<file path="src/design/tree_entry_stream_parser_assert.svh">
// assertion macros shared by the tree entry stream parser modules
// no dependencies; included by the files that check their own logic
`ifndef TREE_ENTRY_STREAM_PARSER_ASSERT_SVH
`define TREE_ENTRY_STREAM_PARSER_ASSERT_SVH
`ifndef SYNTHESIS
// property must hold at every clock edge outside reset
`define TESP_ASSERT(lbl, clk, rst_n, prop, msg) \
    lbl: assert property (@(posedge clk) disable iff (!rst_n) (prop)) else $error(msg);
// condition must never be seen outside reset
`define TESP_NEVER(lbl, clk, rst_n, cond, msg) \
    lbl: assert property (@(posedge clk) disable iff (!rst_n) !(cond)) else $error(msg);
`else
`define TESP_ASSERT(lbl, clk, rst_n, prop, msg)
`define TESP_NEVER(lbl, clk, rst_n, cond, msg)
`endif
`endif

</file>
<file path="src/design/tesp_pkg.sv">
// types, codes and helpers for the tree entry stream parser
// no dependencies; imported by every module of the block
package tesp_pkg;

    // parser phase within one entry
    typedef enum logic [1:0] {
        PH_MODE    = 2'd0,
        PH_NAME    = 2'd1,
        PH_ID      = 2'd2,
        PH_DISCARD = 2'd3
    } t_phase;

    // result kinds
    localparam logic [1:0] KIND_NAME  = 2'd0;
    localparam logic [1:0] KIND_ID    = 2'd1;
    localparam logic [1:0] KIND_ENTRY = 2'd2;
    localparam logic [1:0] KIND_ERROR = 2'd3;

    // entry types
    localparam logic [1:0] ET_FILE    = 2'd0;
    localparam logic [1:0] ET_DIR     = 2'd1;
    localparam logic [1:0] ET_UNKNOWN = 2'd2;

    // error codes
    localparam logic [1:0] ERR_NONE      = 2'd0;
    localparam logic [1:0] ERR_BAD_DIGIT = 2'd1;
    localparam logic [1:0] ERR_TRUNCATED = 2'd2;

    // characters and mode format bits
    localparam logic [7:0]  CHAR_SPACE = 8'h20;
    localparam logic [7:0]  CHAR_ZERO  = 8'h30;
    localparam logic [7:0]  CHAR_EIGHT = 8'h38;
    localparam logic [7:0]  CHAR_NUL   = 8'h00;
    localparam logic [31:0] FMT_MASK   = 32'o170000;
    localparam logic [31:0] FMT_FILE   = 32'o100000;
    localparam logic [31:0] FMT_DIR    = 32'o040000;

    // queue between front and back
    localparam int QDEPTH = 4;
    localparam int QPTR_W = 2;
    localparam int QCNT_W = 3;

    // one result transfer
    typedef struct packed {
        logic [1:0]  kind;
        logic [7:0]  out_byte;
        logic [31:0] entry_mode;
        logic [1:0]  entry_type;
        logic [1:0]  error_code;
    } t_result;

    // results caused by one input byte (one or two)
    typedef struct packed {
        logic    two;
        t_result r0;
        t_result r1;
    } t_cmd;

    localparam t_result RESULT_ZERO = '0;

    // entry type from the format bits of the mode
    function automatic logic [1:0] type_of(input logic [31:0] mode);
        logic [31:0] f;
        f = mode & FMT_MASK;
        if (f == FMT_FILE) begin
            return ET_FILE;
        end else if (f == FMT_DIR) begin
            return ET_DIR;
        end
        return ET_UNKNOWN;
    endfunction

endpackage

</file>
<file path="src/design/tesp_front.sv">
// front end: phase tracking and classification of each accepted byte
// depends on tesp_pkg; emits one queue command per byte that has results
module tesp_front import tesp_pkg::*; #(
    parameter int ID_BYTES = 20
) (
    input  logic       i_clk,
    input  logic       i_rst_n,
    input  logic       i_accept,
    input  logic [7:0] i_byte,
    input  logic       i_eob,
    output logic       o_push,
    output t_cmd       o_cmd
);

    localparam int CNT_W = (ID_BYTES > 1) ? $clog2(ID_BYTES) : 1;
    localparam logic [CNT_W-1:0] CNT_LAST = CNT_W'(ID_BYTES - 1);

    t_phase            r_phase, n_phase;
    logic [31:0]       r_acc, n_acc;
    logic [CNT_W-1:0]  r_cnt, n_cnt;

    logic is_digit;
    logic id_last;
    assign is_digit = (i_byte >= CHAR_ZERO) && (i_byte < CHAR_EIGHT);
    assign id_last  = (r_cnt == CNT_LAST);

    // next state
    always_comb begin
        n_phase = r_phase;
        n_acc   = r_acc;
        n_cnt   = r_cnt;
        case (r_phase)
            PH_MODE: begin
                if (i_byte == CHAR_SPACE) begin
                    n_phase = PH_NAME;
                end else if (is_digit) begin
                    n_acc = {r_acc[28:0], i_byte[2:0]};
                end else begin
                    n_phase = PH_DISCARD;
                end
            end
            PH_NAME: begin
                if (i_byte == CHAR_NUL) begin
                    n_phase = PH_ID;
                    n_cnt   = '0;
                end
            end
            PH_ID: begin
                if (id_last) begin
                    n_phase = PH_MODE;
                    n_acc   = '0;
                    n_cnt   = '0;
                end else begin
                    n_cnt = r_cnt + 1'b1;
                end
            end
            default: begin
                n_phase = r_phase;
            end
        endcase
        // end of buffer starts the next buffer afresh
        if (i_eob) begin
            n_phase = PH_MODE;
            n_acc   = '0;
            n_cnt   = '0;
        end
    end

    // results of the byte
    logic    open_entry;
    logic    has0;
    t_result res0, res1;
    t_result trunc;

    always_comb begin
        trunc            = RESULT_ZERO;
        trunc.kind       = KIND_ERROR;
        trunc.error_code = ERR_TRUNCATED;
        res0       = RESULT_ZERO;
        res1       = RESULT_ZERO;
        has0       = 1'b0;
        open_entry = 1'b1;
        o_cmd      = '0;
        case (r_phase)
            PH_MODE: begin
                if (i_byte != CHAR_SPACE && !is_digit) begin
                    has0            = 1'b1;
                    res0.kind       = KIND_ERROR;
                    res0.error_code = ERR_BAD_DIGIT;
                    open_entry      = 1'b0;
                end
            end
            PH_NAME: begin
                if (i_byte != CHAR_NUL) begin
                    has0          = 1'b1;
                    res0.kind     = KIND_NAME;
                    res0.out_byte = i_byte;
                end
            end
            PH_ID: begin
                has0          = 1'b1;
                res0.kind     = KIND_ID;
                res0.out_byte = i_byte;
                if (id_last) begin
                    res1.kind       = KIND_ENTRY;
                    res1.entry_mode = r_acc;
                    res1.entry_type = type_of(r_acc);
                    open_entry      = 1'b0;
                end
            end
            default: begin
                open_entry = 1'b0;
            end
        endcase
        o_push = 1'b0;
        if (has0) begin
            o_push    = i_accept;
            o_cmd.r0  = res0;
            o_cmd.two = (r_phase == PH_ID) && id_last;
            o_cmd.r1  = res1;
            if (i_eob && open_entry) begin
                o_cmd.two = 1'b1;
                o_cmd.r1  = trunc;
            end
        end else if (i_eob && open_entry) begin
            o_push    = i_accept;
            o_cmd.two = 1'b0;
            o_cmd.r0  = trunc;
        end
    end

    // state registers
    always_ff @(posedge i_clk) begin
        if (!i_rst_n) begin
            r_phase <= PH_MODE;
            r_acc   <= '0;
            r_cnt   <= '0;
        end else if (i_accept) begin
            r_phase <= n_phase;
            r_acc   <= n_acc;
            r_cnt   <= n_cnt;
        end
    end

endmodule

</file>
<file path="src/design/tesp_fifo.sv">
// short command queue between front and back end
// depends on tesp_pkg and the assertion header
`include "tree_entry_stream_parser_assert.svh"
module tesp_fifo import tesp_pkg::*; (
    input  logic i_clk,
    input  logic i_rst_n,
    input  logic i_push,
    input  t_cmd i_cmd,
    input  logic i_pop,
    output t_cmd o_cmd,
    output logic o_full,
    output logic o_empty
);

    t_cmd              r_mem [QDEPTH];
    logic [QPTR_W-1:0] r_wr, r_rd;
    logic [QCNT_W-1:0] r_count;

    assign o_full  = (r_count == QCNT_W'(QDEPTH));
    assign o_empty = (r_count == '0);
    assign o_cmd   = r_mem[r_rd];

    // storage, no reset needed
    always_ff @(posedge i_clk) begin
        if (i_push) begin
            r_mem[r_wr] <= i_cmd;
        end
    end

    // pointers and fill level
    always_ff @(posedge i_clk) begin
        if (!i_rst_n) begin
            r_wr    <= '0;
            r_rd    <= '0;
            r_count <= '0;
        end else begin
            if (i_push) begin
                r_wr <= r_wr + 1'b1;
            end
            if (i_pop) begin
                r_rd <= r_rd + 1'b1;
            end
            if (i_push && !i_pop) begin
                r_count <= r_count + 1'b1;
            end else if (i_pop && !i_push) begin
                r_count <= r_count - 1'b1;
            end
        end
    end

    // checks
    `TESP_NEVER(a_no_overflow, i_clk, i_rst_n, i_push && o_full, "push into full queue")
    `TESP_NEVER(a_no_underflow, i_clk, i_rst_n, i_pop && o_empty, "pop from empty queue")
    `TESP_ASSERT(a_level_ptrs, i_clk, i_rst_n, r_wr == r_rd + r_count[QPTR_W-1:0], "level and pointers disagree")

endmodule

</file>
<file path="src/design/tesp_back.sv">
// back end: expands queued commands into result transfers
// depends on tesp_pkg and the assertion header
`include "tree_entry_stream_parser_assert.svh"
module tesp_back import tesp_pkg::*; (
    input  logic    i_clk,
    input  logic    i_rst_n,
    input  t_cmd    i_cmd,
    input  logic    i_empty,
    output logic    o_pop,
    output logic    o_valid,
    input  logic    i_ready,
    output t_result o_result
);

    t_cmd r_cmd;
    logic r_valid;
    logic r_second;
    logic done;
    logic load;

    // current transfer finishes the held command
    assign done     = i_ready && (!r_cmd.two || r_second);
    assign load     = !r_valid || done;
    assign o_pop    = load && !i_empty;
    assign o_valid  = r_valid;
    assign o_result = r_second ? r_cmd.r1 : r_cmd.r0;

    // payload register
    always_ff @(posedge i_clk) begin
        if (o_pop) begin
            r_cmd <= i_cmd;
        end
    end

    // control
    always_ff @(posedge i_clk) begin
        if (!i_rst_n) begin
            r_valid  <= 1'b0;
            r_second <= 1'b0;
        end else if (o_pop) begin
            r_valid  <= 1'b1;
            r_second <= 1'b0;
        end else if (load) begin
            r_valid  <= 1'b0;
            r_second <= 1'b0;
        end else if (i_ready) begin
            r_second <= 1'b1;
        end
    end

    // checks
    `TESP_ASSERT(a_second_ok, i_clk, i_rst_n, !r_second || (r_valid && r_cmd.two), "second result without pair")
    `TESP_ASSERT(a_first_then_second, i_clk, i_rst_n, (r_valid && r_cmd.two && !r_second && i_ready) |=> r_second, "second result skipped")

endmodule

</file>
<file path="src/design/tree_entry_stream_parser.sv">
// top level of the tree entry stream parser: stream ports, front, queue, back
// depends on tesp_pkg, tesp_front, tesp_fifo and tesp_back
//
// Parses a byte stream of tree entries (octal mode, space, name, NUL, ID_BYTES
// id bytes) at one byte per cycle while the four-entry command queue has room.
// Each name or id byte gives one result transfer, the last id byte of an
// entry gives a second one with the mode and type, and a bad mode digit or a
// buffer that ends mid-entry gives an error transfer. The output side issues
// one transfer per cycle while the receiver is ready, so the queue absorbs
// the extra transfer of a byte with two results. Each command is written
// into the queue, then popped into the back end's output register. tlast on
// the input marks the last byte of a buffer and restarts parsing.
module tree_entry_stream_parser import tesp_pkg::*; #(
    parameter int ID_BYTES = 20
) (
    input  logic        i_clk,
    input  logic        i_rst_n,
    input  logic        i_s_axis_tvalid,
    output logic        o_s_axis_tready,
    input  logic [7:0]  i_s_axis_tdata,   // [7:0] data_byte
    input  logic        i_s_axis_tlast,   // end_of_buffer
    output logic        o_m_axis_tvalid,
    input  logic        i_m_axis_tready,
    output logic [47:0] o_m_axis_tdata,   // [7:0] out_byte, [39:8] entry_mode,
                                          // [41:40] entry_type, [43:42] error_code
    output logic [1:0]  o_m_axis_tuser    // kind
);

    logic    accept;
    logic    push, pop, full, empty;
    t_cmd    push_cmd, head_cmd;
    t_result res;

    assign o_s_axis_tready = !full;
    assign accept          = i_s_axis_tvalid && o_s_axis_tready;

    // classification
    tesp_front #(.ID_BYTES(ID_BYTES)) u_front (
        .i_clk    (i_clk),
        .i_rst_n  (i_rst_n),
        .i_accept (accept),
        .i_byte   (i_s_axis_tdata),
        .i_eob    (i_s_axis_tlast),
        .o_push   (push),
        .o_cmd    (push_cmd)
    );

    // command queue
    tesp_fifo u_fifo (
        .i_clk   (i_clk),
        .i_rst_n (i_rst_n),
        .i_push  (push),
        .i_cmd   (push_cmd),
        .i_pop   (pop),
        .o_cmd   (head_cmd),
        .o_full  (full),
        .o_empty (empty)
    );

    // result issue
    tesp_back u_back (
        .i_clk    (i_clk),
        .i_rst_n  (i_rst_n),
        .i_cmd    (head_cmd),
        .i_empty  (empty),
        .o_pop    (pop),
        .o_valid  (o_m_axis_tvalid),
        .i_ready  (i_m_axis_tready),
        .o_result (res)
    );

    // output packing
    assign o_m_axis_tuser = res.kind;
    assign o_m_axis_tdata = {4'b0000, res.error_code, res.entry_type,
                             res.entry_mode, res.out_byte};

endmodule

</file>
<file path="config.mk">
export PLATFORM = sky130hd
export DESIGN_NAME = tree_entry_stream_parser
export DESIGN_NICKNAME = d
export VERILOG_FILES = /design/src/design/tesp_pkg.sv /design/src/design/tesp_front.sv /design/src/design/tesp_fifo.sv /design/src/design/tesp_back.sv /design/src/design/tree_entry_stream_parser.sv
export VERILOG_INCLUDE_DIRS = /design/src /design/src/design
export SDC_FILE = /design/constraint.sdc
export NUM_CORES = 1
export LEC_CHECK = 0
export BUFFER_PORTS_ARGS = -buffer_cell sky130_fd_sc_hd__buf_2
export CAP_MARGIN = 20
export CORE_MARGIN = 4
export CORE_UTILIZATION = 30
export CTS_BUF_LIST = sky130_fd_sc_hd__clkbuf_16
export DETAILED_ROUTE_END_ITERATION = 8
export GPL_ROUTABILITY_DRIVEN = 0
export HOLD_SLACK_MARGIN = 0.06
export SLEW_MARGIN = 20
export SYNTH_ARGS = -nofsm -noshare
export SYNTH_HDL_FRONTEND = slang
export SYNTH_SLANG_ARGS = --single-unit
</file>
<file path="constraint.sdc">
create_clock -name i_clk -period 7.4 [get_ports i_clk]
set_input_delay 1.11 -clock i_clk [delete_from_list [all_inputs] [get_ports i_clk]]
set_output_delay 1.11 -clock i_clk [all_outputs]
set_load 0.02 [all_outputs]
</file>
==> metrics, run 1 <==
crit path max fanout 8; fin area ~13000 um^2; setup tns final 0 ns; Worst slew margin approximately half; placed cell areas 12400 um^2; Hold Path Class flip-flop to flip-flop; Syn-to-layout area delta 15.2%; Sink Count about 290; die area 41400 um^2; Crit path largest cell delay approximately 0.54 ns; Synth area leader edfxtp_1; Design Power approximately 4300 uW; WL per Instance 17.0 um; root buf cell clkbuf_16; CP endpoint kind flip-flop; Worst Setup Start Kind primary input; fmax roughly 0.28 GHz; via count 5729; fin crit share between 40% and 50%; status finished, final reports clean; CP Cell Sequence buf_2 -> nor4b_2 -> o22ai_1 -> o311ai_2 -> o32a_2 -> inv_1 -> ha_1 -> inv_1 -> fa_1 -> xor2_1 -> or3_1 -> a21boi_0; final wirelength 21.8 mm; DR iter-0 viols approximately 350; gr usage total 10.5%; post-synthesis sequential area ratio between 70% and 80%; Req. time, crit path between 7 and 8 ns; starting density of the core a little under a third; PwrDens 327 nW/um^2; antenna violations before repair 0; H-tree levels 1; Slew Limit Fails 0; CTS tree done; antenna-violating nets left 0; Final Hold Fails 0; Clk Latency, worst-skew pair 0.53 ns; family with the most delay on the worst path compound AO/OA/AOI/OAI gates; post-DP HPWL 12.6 mm; worst endpoint data arrival time 4.00 ns; Pleak between 0.004 and 0.005 uW; Nets between 700 and 800; Boundary Pins 65; drt drc 0; vias per cell between 4 and 5; Setup-failing EPs final 0; global-route wire length before repair around 35 mm; Core Rows 71; die height just over 200 um; max cap viols 0; clock-pin slew on the worst setup and hold paths ~0.06 ns; post-synthesis cell count between 600 and 700; area share of the largest cell type after synthesis 62.8%; skew final approximately 0.008 ns; Pre-antenna DRT Iters 4; top cells by area, synth edfxtp_1 (63%), mux4_2 (9.4%), dfxtp_1 (8.4%); main flop type after synthesis edfxtp_1; GR Overflow Total 0; vias in the first global route between 6000 and 7000; Cell Area, Synth ~11000 um^2; WP buf/inv 3; worst reg-to-reg setup slack approximately 4.2 ns; syn avg cell area around 17 um^2; Worst path slowest cell nor4b_2; width of the chip 204 um; Yosys cell types 54; cell mode on critical path inv_1; maximum vdd ir drop between 0.15 and 0.2 mV; largest net degree at the start of global routing 53; post-CTS resize count 0; Yosys reg bits 288; Core Area around 38000 um^2; number of post-CTS setup repair buffers 0; Post-synth EDFFs 240; Worst-Margin Slew roughly 0.76 ns; IO buf count 60; hold_buf cts 0; RSZ-0062 raised after global routing no; Crit Path Class primary input to flip-flop; fin crit period 3.56 ns; deepest clock path buffer count 3; Antenna diodes 0; YS warnings 0; share of synthesized registers carrying an async set or reset 0%; layout cells sized above 1 ~22%; CTS buffer count 29
cell type report:
class | count | area, um^2
repair buffers | 71 | 403
multi-input cells | 354 | 3130
flip-flops and latches | 288 | 8170
well taps | 511 | 639
clock inverters | 22 | 97.6
fillers | 3642 | 24400
clock buffers | 29 | 726
inverters | 13 | 48.8
cell usage in the layout, fill, tap and decap left out, drive strengths merged, types with 2 or more instances in the layout:
cell,instances
dfxtp,48
a311oi,2
buf,71
or3,5
xnor2,5
nor4,3
inv,25
nor2b,21
o21ai,11
clkbuf,29
edfxtp,240
a21boi,7
o31ai,2
nand2b,3
mux4,48
conb,4
and3,2
nor2,7
and2,78
clkinv,10
ha,10
nor3,4
and4bb,2
nand3,5
o31a,2
mux2i,35
a21oi,4
nand2,74
cell usage after synthesis (5+ instances only):
cell type  number
dfxtp_1        48
nand2_1        74
ha_1           10
mux2i_1        35
nand3_1         5
buf_2           5
and2_1         78
xnor2_1         5
mux4_2         48
edfxtp_1      240
clkbuf_1       22
nor2b_1        21
o21ai_0        10
inv_1          13
nor2_1          7
or3_1           5
a21boi_0        6
buf_4           7
layer usage:
metal / track usage [%] / up-vias / routed length, um
li1: - / 2699 / -
met2: 18.3 / 82 / 10900
met3: 1.48 / 32 / 731
met1: 14.0 / 2916 / 9790
met5: 0 / - / 0
met4: 2.65 / 0 / 396
flip-flops by register name, indices dropped and copies added (netlist names):
register	flops
u_front.r_phase	2
u_front.r_acc	32
u_back.r_second	1
u_fifo.r_rd	2
u_back.o_valid	1
u_front.r_cnt	5
u_fifo.r_wr	2
u_fifo.r_count	3
u_back.r_cmd	48
u_fifo.r_mem	192
worst reg2reg max path: cells and delay by family (launching register included):
kind	cells	cell delay (ns)
AOI/OAI and AO/OA	4	1.19
and+or+nand+nor	1	0.31
DFF	1	0.34
xor gates and xnor gates	1	0.16
buffers and inverters	4	0.34
adders and majority gates	3	0.81
kinds of logic after synthesis:
logic type / count (synthesis) / share of synthesized area, %
buf+inv: 52 / 2.02
fa+ha+maj: 11 / 1.27
simple gates: 211 / 10.1
flops: 288 / 71.2
compound gates: 38 / 2.38
xor+xnor: 6 / 0.458
other cells: 1 / 0.0327
mux: 84 / 12.6
through the flow:
step	util [%]	instances	hold slack [ns]	worst slack [ns]
floorplan	-	694	0.433	2.59
global placement	32.8	1236	0.440	3.50
detailed placement	32.8	1236	0.456	3.35
CTS	35.0	1287	0.464	3.91
global route	35.1	1288	0.486	3.59
finish	35.1	1288	0.457	3.84
worst paths after layout:
kind	startpoint	endpoint	cells past startpoint
worst max-delay path	i_s_axis_tdata[3]	u_fifo.r_count[2]$_SDFFE_PN0P_	12
worst min-delay path	u_front.r_acc[31]$_SDFFE_PN0P_	u_front.r_acc[31]$_SDFFE_PN0P_	2
worst max register to register	u_front.r_phase[0]$_SDFFE_PN0P_	u_fifo.r_count[2]$_SDFFE_PN0P_	13
worst min register to register	u_front.r_acc[31]$_SDFFE_PN0P_	u_front.r_acc[31]$_SDFFE_PN0P_	2
power breakdown:
group          leakage (uW)  internal, uW  switching, uW
Clock              0.000447           704            566
Combinational       0.00153           348            498
Sequential          0.00283          2110            100
Total               0.00481          3160           1160
Note: power is estimated with default switching activity, not from simulation.
==> run 2: changes to the inputs <==
--- a/config.mk
+++ b/config.mk
@@ -6,6 +6,7 @@
 export SDC_FILE = /design/constraint.sdc
 export NUM_CORES = 1
 export LEC_CHECK = 0
+export ABC_AREA = 1
 export BUFFER_PORTS_ARGS = -buffer_cell sky130_fd_sc_hd__buf_2
 export CAP_MARGIN = 20
 export CORE_MARGIN = 4
==> constraint.sdc (replaced) <==
create_clock -name i_clk -period 3.6 [get_ports i_clk]
set_input_delay 0.54 -clock i_clk [delete_from_list [all_inputs] [get_ports i_clk]]
set_output_delay 0.54 -clock i_clk [all_outputs]
set_load 0.02 [all_outputs]
==> metrics, run 2 <==
status finished, final reports clean; Post-synth EDFFs 240; root buf cell clkbuf_16; largest registers u_fifo.r_mem (192), u_back.r_cmd (48), u_front.r_acc (32); largest family of logic cells by synthesized area simple AND/OR/NAND/NOR gates; Antenna diodes 0; Finished Layout Cells between 1500 and 2000; post-DP HPWL ~15 mm; vias per cell around 4.6; die height ~210 um; top-count cell post-synth edfxtp_1; share of synthesized registers carrying an async set or reset 0%; width of the chip just over 200 um; CTS buffer count 31; via count 7414; layout cells sized above 1 about 16%; Clk Latency, worst-skew pair ~0.54 ns; global-route wire length before repair around 40 mm; CTS tree done; vias in the first global route between 7000 and 8000; proportion of synthesized area in mux cells 0%; Fin Hold WS slightly above 0.3 ns; worst endpoint data arrival time roughly 3.1 ns; post-CTS resize count 0; Req. time, crit path ~4.0 ns; Syn-to-layout area delta 14.6%; clock-pin slew on the worst setup and hold paths 0.06 ns; fmax between 0.3 and 0.4 GHz; Slew Limit Fails 0; family with the most delay on the worst path adder cells; Pre-antenna DRT Iters 4; fin crit period between 2 and 3 ns; commonest non-fill, non-tap cell in the layout edfxtp_1; syn avg cell area 11.6 um^2; Synth top cells by count edfxtp_1 (240), nor2_1 (168), o21ai_0 (108), nand2_1 (107), inv_1 (105); Core Area around 39000 um^2; Hold Path Class primary input to flip-flop; utilization after layout a little over a third; Design Power 10600 uW; DR iter-0 viols approximately 400; YS warnings 0; Nets roughly 1100; dpl cells 1566; RSZ-0062 raised after global routing no; antenna-violating nets left 0; area share of the largest cell type after synthesis roughly 61%; Worst slew margin around a third; IO buf count 60; post-synthesis sequential area ratio ~70%; main flop type after synthesis edfxtp_1; skew final about 0.0076 ns; final wirelength 25.1 mm; setup tns final 0 ns; GR Overflow Total 0; max cap viols 0; Worst Setup Start Kind flip-flop; gr usage total a little under an eighth; PwrDens ~780 nW/um^2; Synth area leader edfxtp_1; simple-gate share of the synthesized area 14.4%; Final Hold Fails 0; starting density of the core 30.5%; Pleak 0.00549 uW; WP buf/inv 4; CP endpoint kind flip-flop; top cells by area, synth edfxtp_1 (61%), dfxtp_1 (8.1%), nor2_1 (5.3%); Post-Synth Adder-Cell Area ~1.2%; Sink Count ~290; CP Cell Sequence inv_1 -> ha_1 -> inv_2 -> nand3_2 -> nand2_4 -> nand2_4 -> nand2_2 -> inv_1 -> ha_1 -> inv_1 -> fa_1 -> a21oi_1 -> o21ai_0 -> o21ai_0 -> a21oi_1; number of post-CTS setup repair buffers 0; WL per Instance around 15 um; Yosys cell types 33; cell mode on critical path inv_1; Boundary Pins 65; drt drc 0; Crit path largest cell delay between 0.3 and 0.4 ns; Core Rows 72; Post-Synth XOR/XNOR Area 0.148%; largest net degree at the start of global routing just under 100; die area 42800 um^2; Cell Area, Synth around 12000 um^2; fin crit share between 70% and 80%; Crit Path Class flip-flop to flip-flop; Setup-failing EPs final 0; deepest clock path buffer count 3; most frequent cells in the layout edfxtp_1 (240), nor2_1 (162), inv_1 (112); maximum vdd ir drop 0.406 mV; hold_buf cts 0; compound-gate portion of the synthesized area under 10%; crit path max fanout 10; largest reg by FF count u_fifo.r_mem; post-synthesis cell count a little over 1000; Worst path slowest cell fa_1; Yosys reg bits 288; antenna violations before repair 0; H-tree levels 1; Worst-Margin Slew between 1 and 1.5 ns; max reg flops 192
run 2: cell types whose count changed after synthesis, sizes merged, moves of 39 or more:
cell   delta
a21oi    +42
and2     -78
o22ai    +48
o21ai    +99
mux4     -48
inv      +98
nand2    +39
nor2    +163
run 2: logic make-up (layout without fill, tap and decap cells):
family          Yosys count  after routing
fa+ha+maj                11             11
buf+inv                 170            246
compound gates          205            205
simple gates            349            349
flops                   288            288
other cells               1              4
xor+xnor                  2              2
run 2: where the power goes:
| part | switching (uW) | internal, uW | leakage [uW] |
|---|---|---|---|
| Combinational | 2100 | 858 | 0.00219 |
| Clock | 1240 | 1560 | 0.000475 |
| Sequential | 223 | 4600 | 0.00282 |
| Total | 3570 | 7020 | 0.00549 |
run 2: final cells by class:
type / count / area [um^2]
well taps: 518 / 648
multi-input cells: 571 / 3020
repair buffers: 76 / 433
fillers: 3876 / 25300
clock buffers: 31 / 776
clock inverters: 26 / 126
inverters: 113 / 430
flip-flops and latches: 288 / 8170
run 2: worst register-to-register path: stages, from the launching register on:
cell and delay (ns):
dfxtp_1 0.33, inv_1 0.10, ha_1 0.35, inv_2 0.13
nand3_2 0.14, nand2_4 0.11, nand2_4 0.11, nand2_2 0.15
inv_1 0.10, ha_1 0.14, inv_1 0.06, fa_1 0.38
a21oi_1 0.14, o21ai_0 0.10, o21ai_0 0.16, a21oi_1 0.05
run 2: final timing paths:
kind,start,to,slack [ns],depth (start not counted)
setup reg to reg,u_front.r_phase[0]$_SDFFE_PN0P_,u_fifo.r_count[2]$_SDFFE_PN0P_,0.93,15
setup / recovery,u_front.r_phase[0]$_SDFFE_PN0P_,u_fifo.r_count[2]$_SDFFE_PN0P_,0.93,15
hold reg to reg,u_front.r_acc[27]$_SDFFE_PN0P_,u_front.r_acc[30]$_SDFFE_PN0P_,0.49,2
hold / removal,i_m_axis_tready,u_back.r_second$_SDFFE_PP0P_,0.30,3
run 2: metal layers:
layer  wire length, um  track usage [%]  share of wire (%)  up-vias
met4               506             2.88                2.0        0
li1                  -                -                  -     3635
met3               878             1.50                3.5       35
met1             11200             15.7                 44     3606
met2             12600             20.6                 50      138
met5                 0                0                  0        -
run 2: metrics by stage:
stage / worst slack, ns / instance area, um^2
2_1_floorplan: -0.161 / 11900
3_3_place_gp: 0.776 / 12700
3_5_place_dp: 0.725 / 12700
4_1_cts: 0.935 / 13600
5_1_grt: 0.571 / 13600
6_report: 0.932 / 13600
==> run 3: changes to the inputs <==
==> constraint.sdc (replaced) <==
create_clock -name i_clk -period 2.1 [get_ports i_clk]
set_input_delay 0.315 -clock i_clk [delete_from_list [all_inputs] [get_ports i_clk]]
set_output_delay 0.315 -clock i_clk [all_outputs]
set_load 0.02 [all_outputs]
==> metrics, run 3 (synthesis results as in run 2) <==
starting density of the core 30.5%; commonest non-fill, non-tap cell in the layout edfxtp_1; maximum vdd ir drop roughly 1 mV; die area 42800 um^2; Syn-to-layout area delta 20.8%; fin crit share a little over nine tenths; Worst Setup Start Kind flip-flop; WP buf/inv 3; vias in the first global route ~7600; max reg flops roughly 190; vias per cell 4.55; Worst-Margin Slew 0.577 ns; Boundary Pins 65; RSZ-0062 raised after global routing yes; crit path max fanout 4; Final Hold Fails 0; Crit path largest cell delay between 0.3 and 0.4 ns; utilization after layout roughly 37%; CP endpoint kind flip-flop; clock share of power 26.5%; Clk Latency, worst-skew pair 0.55 ns; largest registers u_fifo.r_mem (192), u_back.r_cmd (48), u_front.r_acc (32); max cap viols 0; Sink Count 288; GR Overflow Total 0; Crit Path Class flip-flop to flip-flop; Worst slew margin between 60% and 70%; Fin Hold WS approximately 0.086 ns; Nets between 1000 and 1500; Pre-antenna DRT Iters 5; Worst path slowest cell dfxtp_4; dpl cells between 1500 and 2000; fin area ~14000 um^2; PwrDens ~1300 nW/um^2; hold_buf cts 0; Antenna diodes 0; via count 7642; fmax 0.495 GHz; Setup-failing EPs final 0; fin crit period roughly 2 ns; DR iter-0 viols roughly 430; skew final about 0.020 ns; IO buf count 60; Design Power 19100 uW; Slew Limit Fails 0; placed cell areas 13300 um^2; gr usage total roughly an eighth; CTS buffer count 30; Sw Share 33.0%; deepest clock path buffer count 3; largest net degree at the start of global routing a little under 100; Comb power frac approximately 30%; Core Area roughly 40000 um^2; die height approximately 210 um; internal power between 10000 and 15000 uW; Finished Layout Cells 1678; post-DP HPWL between 15 and 20 mm; switching power of the nets 6310 uW; Pleak between 0.005 and 0.006 uW; status finished, final reports clean; H-tree levels 1; worst endpoint data arrival time around 2.5 ns; Req. time, crit path around 2.5 ns; family with the most delay on the worst path adder cells; WL per Instance 15.4 um; layout cells sized above 1 between 20% and 30%; most frequent cells in the layout edfxtp_1 (240), nor2_1 (162), nand2_1 (105); root buf cell clkbuf_16; final wirelength about 26 mm; Layout fillers about 3800; Hold Path Class primary input to flip-flop; antenna-violating nets left 0; antenna violations before repair 0; Sequential Power Share ~43%; CTS tree done; Core Rows 72; width of the chip approximately 210 um; clock-pin slew on the worst setup and hold paths approximately 0.06 ns; global-route wire length before repair slightly above 40 mm; drt drc 0; CP Cell Sequence inv_4 -> ha_4 -> a21oi_2 -> nand2_2 -> nand3_2 -> nand2_4 -> nand2_4 -> inv_2 -> ha_4 -> inv_2 -> fa_2 -> a21oi_2 -> o21ai_1 -> o21ai_1 -> a21oi_1; largest reg by FF count u_fifo.r_mem
[run 3: per-stage QoR]
step	setup WS, ns	TNS (ns)
5_1_grt	-0.0494	-0.0494
6_report	0.0786	0
4_1_cts	0.0269	0
3_5_place_dp	-0.299	-1.64
3_3_place_gp	-0.212	-0.266
2_1_floorplan	-0.306	-29.80
[run 3: final timing paths]
| path | slack, ns | cells after the start | to | startpoint |
|---|---|---|---|---|
| setup reg to reg | 0.08 | 15 | u_fifo.r_count[2]$_SDFFE_PN0P_ | u_front.r_phase[0]$_SDFFE_PN0P_ |
| hold / removal | 0.09 | 3 | u_back.r_second$_SDFFE_PP0P_ | i_m_axis_tready |
| setup / recovery | 0.08 | 15 | u_fifo.r_count[2]$_SDFFE_PN0P_ | u_front.r_phase[0]$_SDFFE_PN0P_ |
| hold reg to reg | 0.51 | 2 | u_front.r_cnt[3]$_SDFFE_PN0P_ | u_front.r_cnt[3]$_SDFFE_PN0P_ |
[run 3: final cells by class]
cell class	count	area (um^2)	share of cell area [%]
sequential	288	8180	57.0
multi-input combinational	571	3110	21.7
timing repair buffer	132	1030	7.16
clock buffer	30	751	5.23
tap	518	648	4.52
inverter	113	434	3.03
clock inverter	26	201	1.40
[run 3: routing by layer]
layer	vias up	share of wire [%]	GRT usage, %
met4	0	1.8	2.97
met3	34	4.1	1.66
li1	3737	-	-
met1	3725	44	15.7
met2	146	50	21.2
met5	-	0	0
[run 3: worst reg2reg max path: cells and delay by family, from the launching register on]
kind | cells | cell delay, ns
DFF | 1 | 0.37
buffers and inverters | 3 | 0.18
and+or+nand+nor | 4 | 0.31
adders and majority gates | 3 | 0.62
AOI/OAI and AO/OA | 5 | 0.44
[run 3: what timing repair did]
action | 4_1_cts | 5_1_grt
buffers inserted | 3 | 1
setup endpoints to repair | 17 | 3
resized for setup | 9 | 11
pin swaps | 2 | 2
cloned | 0 | 0
[run 3: power by group through the flow]
stage	clock network, uW	registers (uW)	logic [uW]
floorplan	0	8290	3790
global placement	0	8380	5690
detailed placement	0	8400	5800
CTS	5170	8290	5880
global route	5450	8410	6480
finish	5060	8290	5780
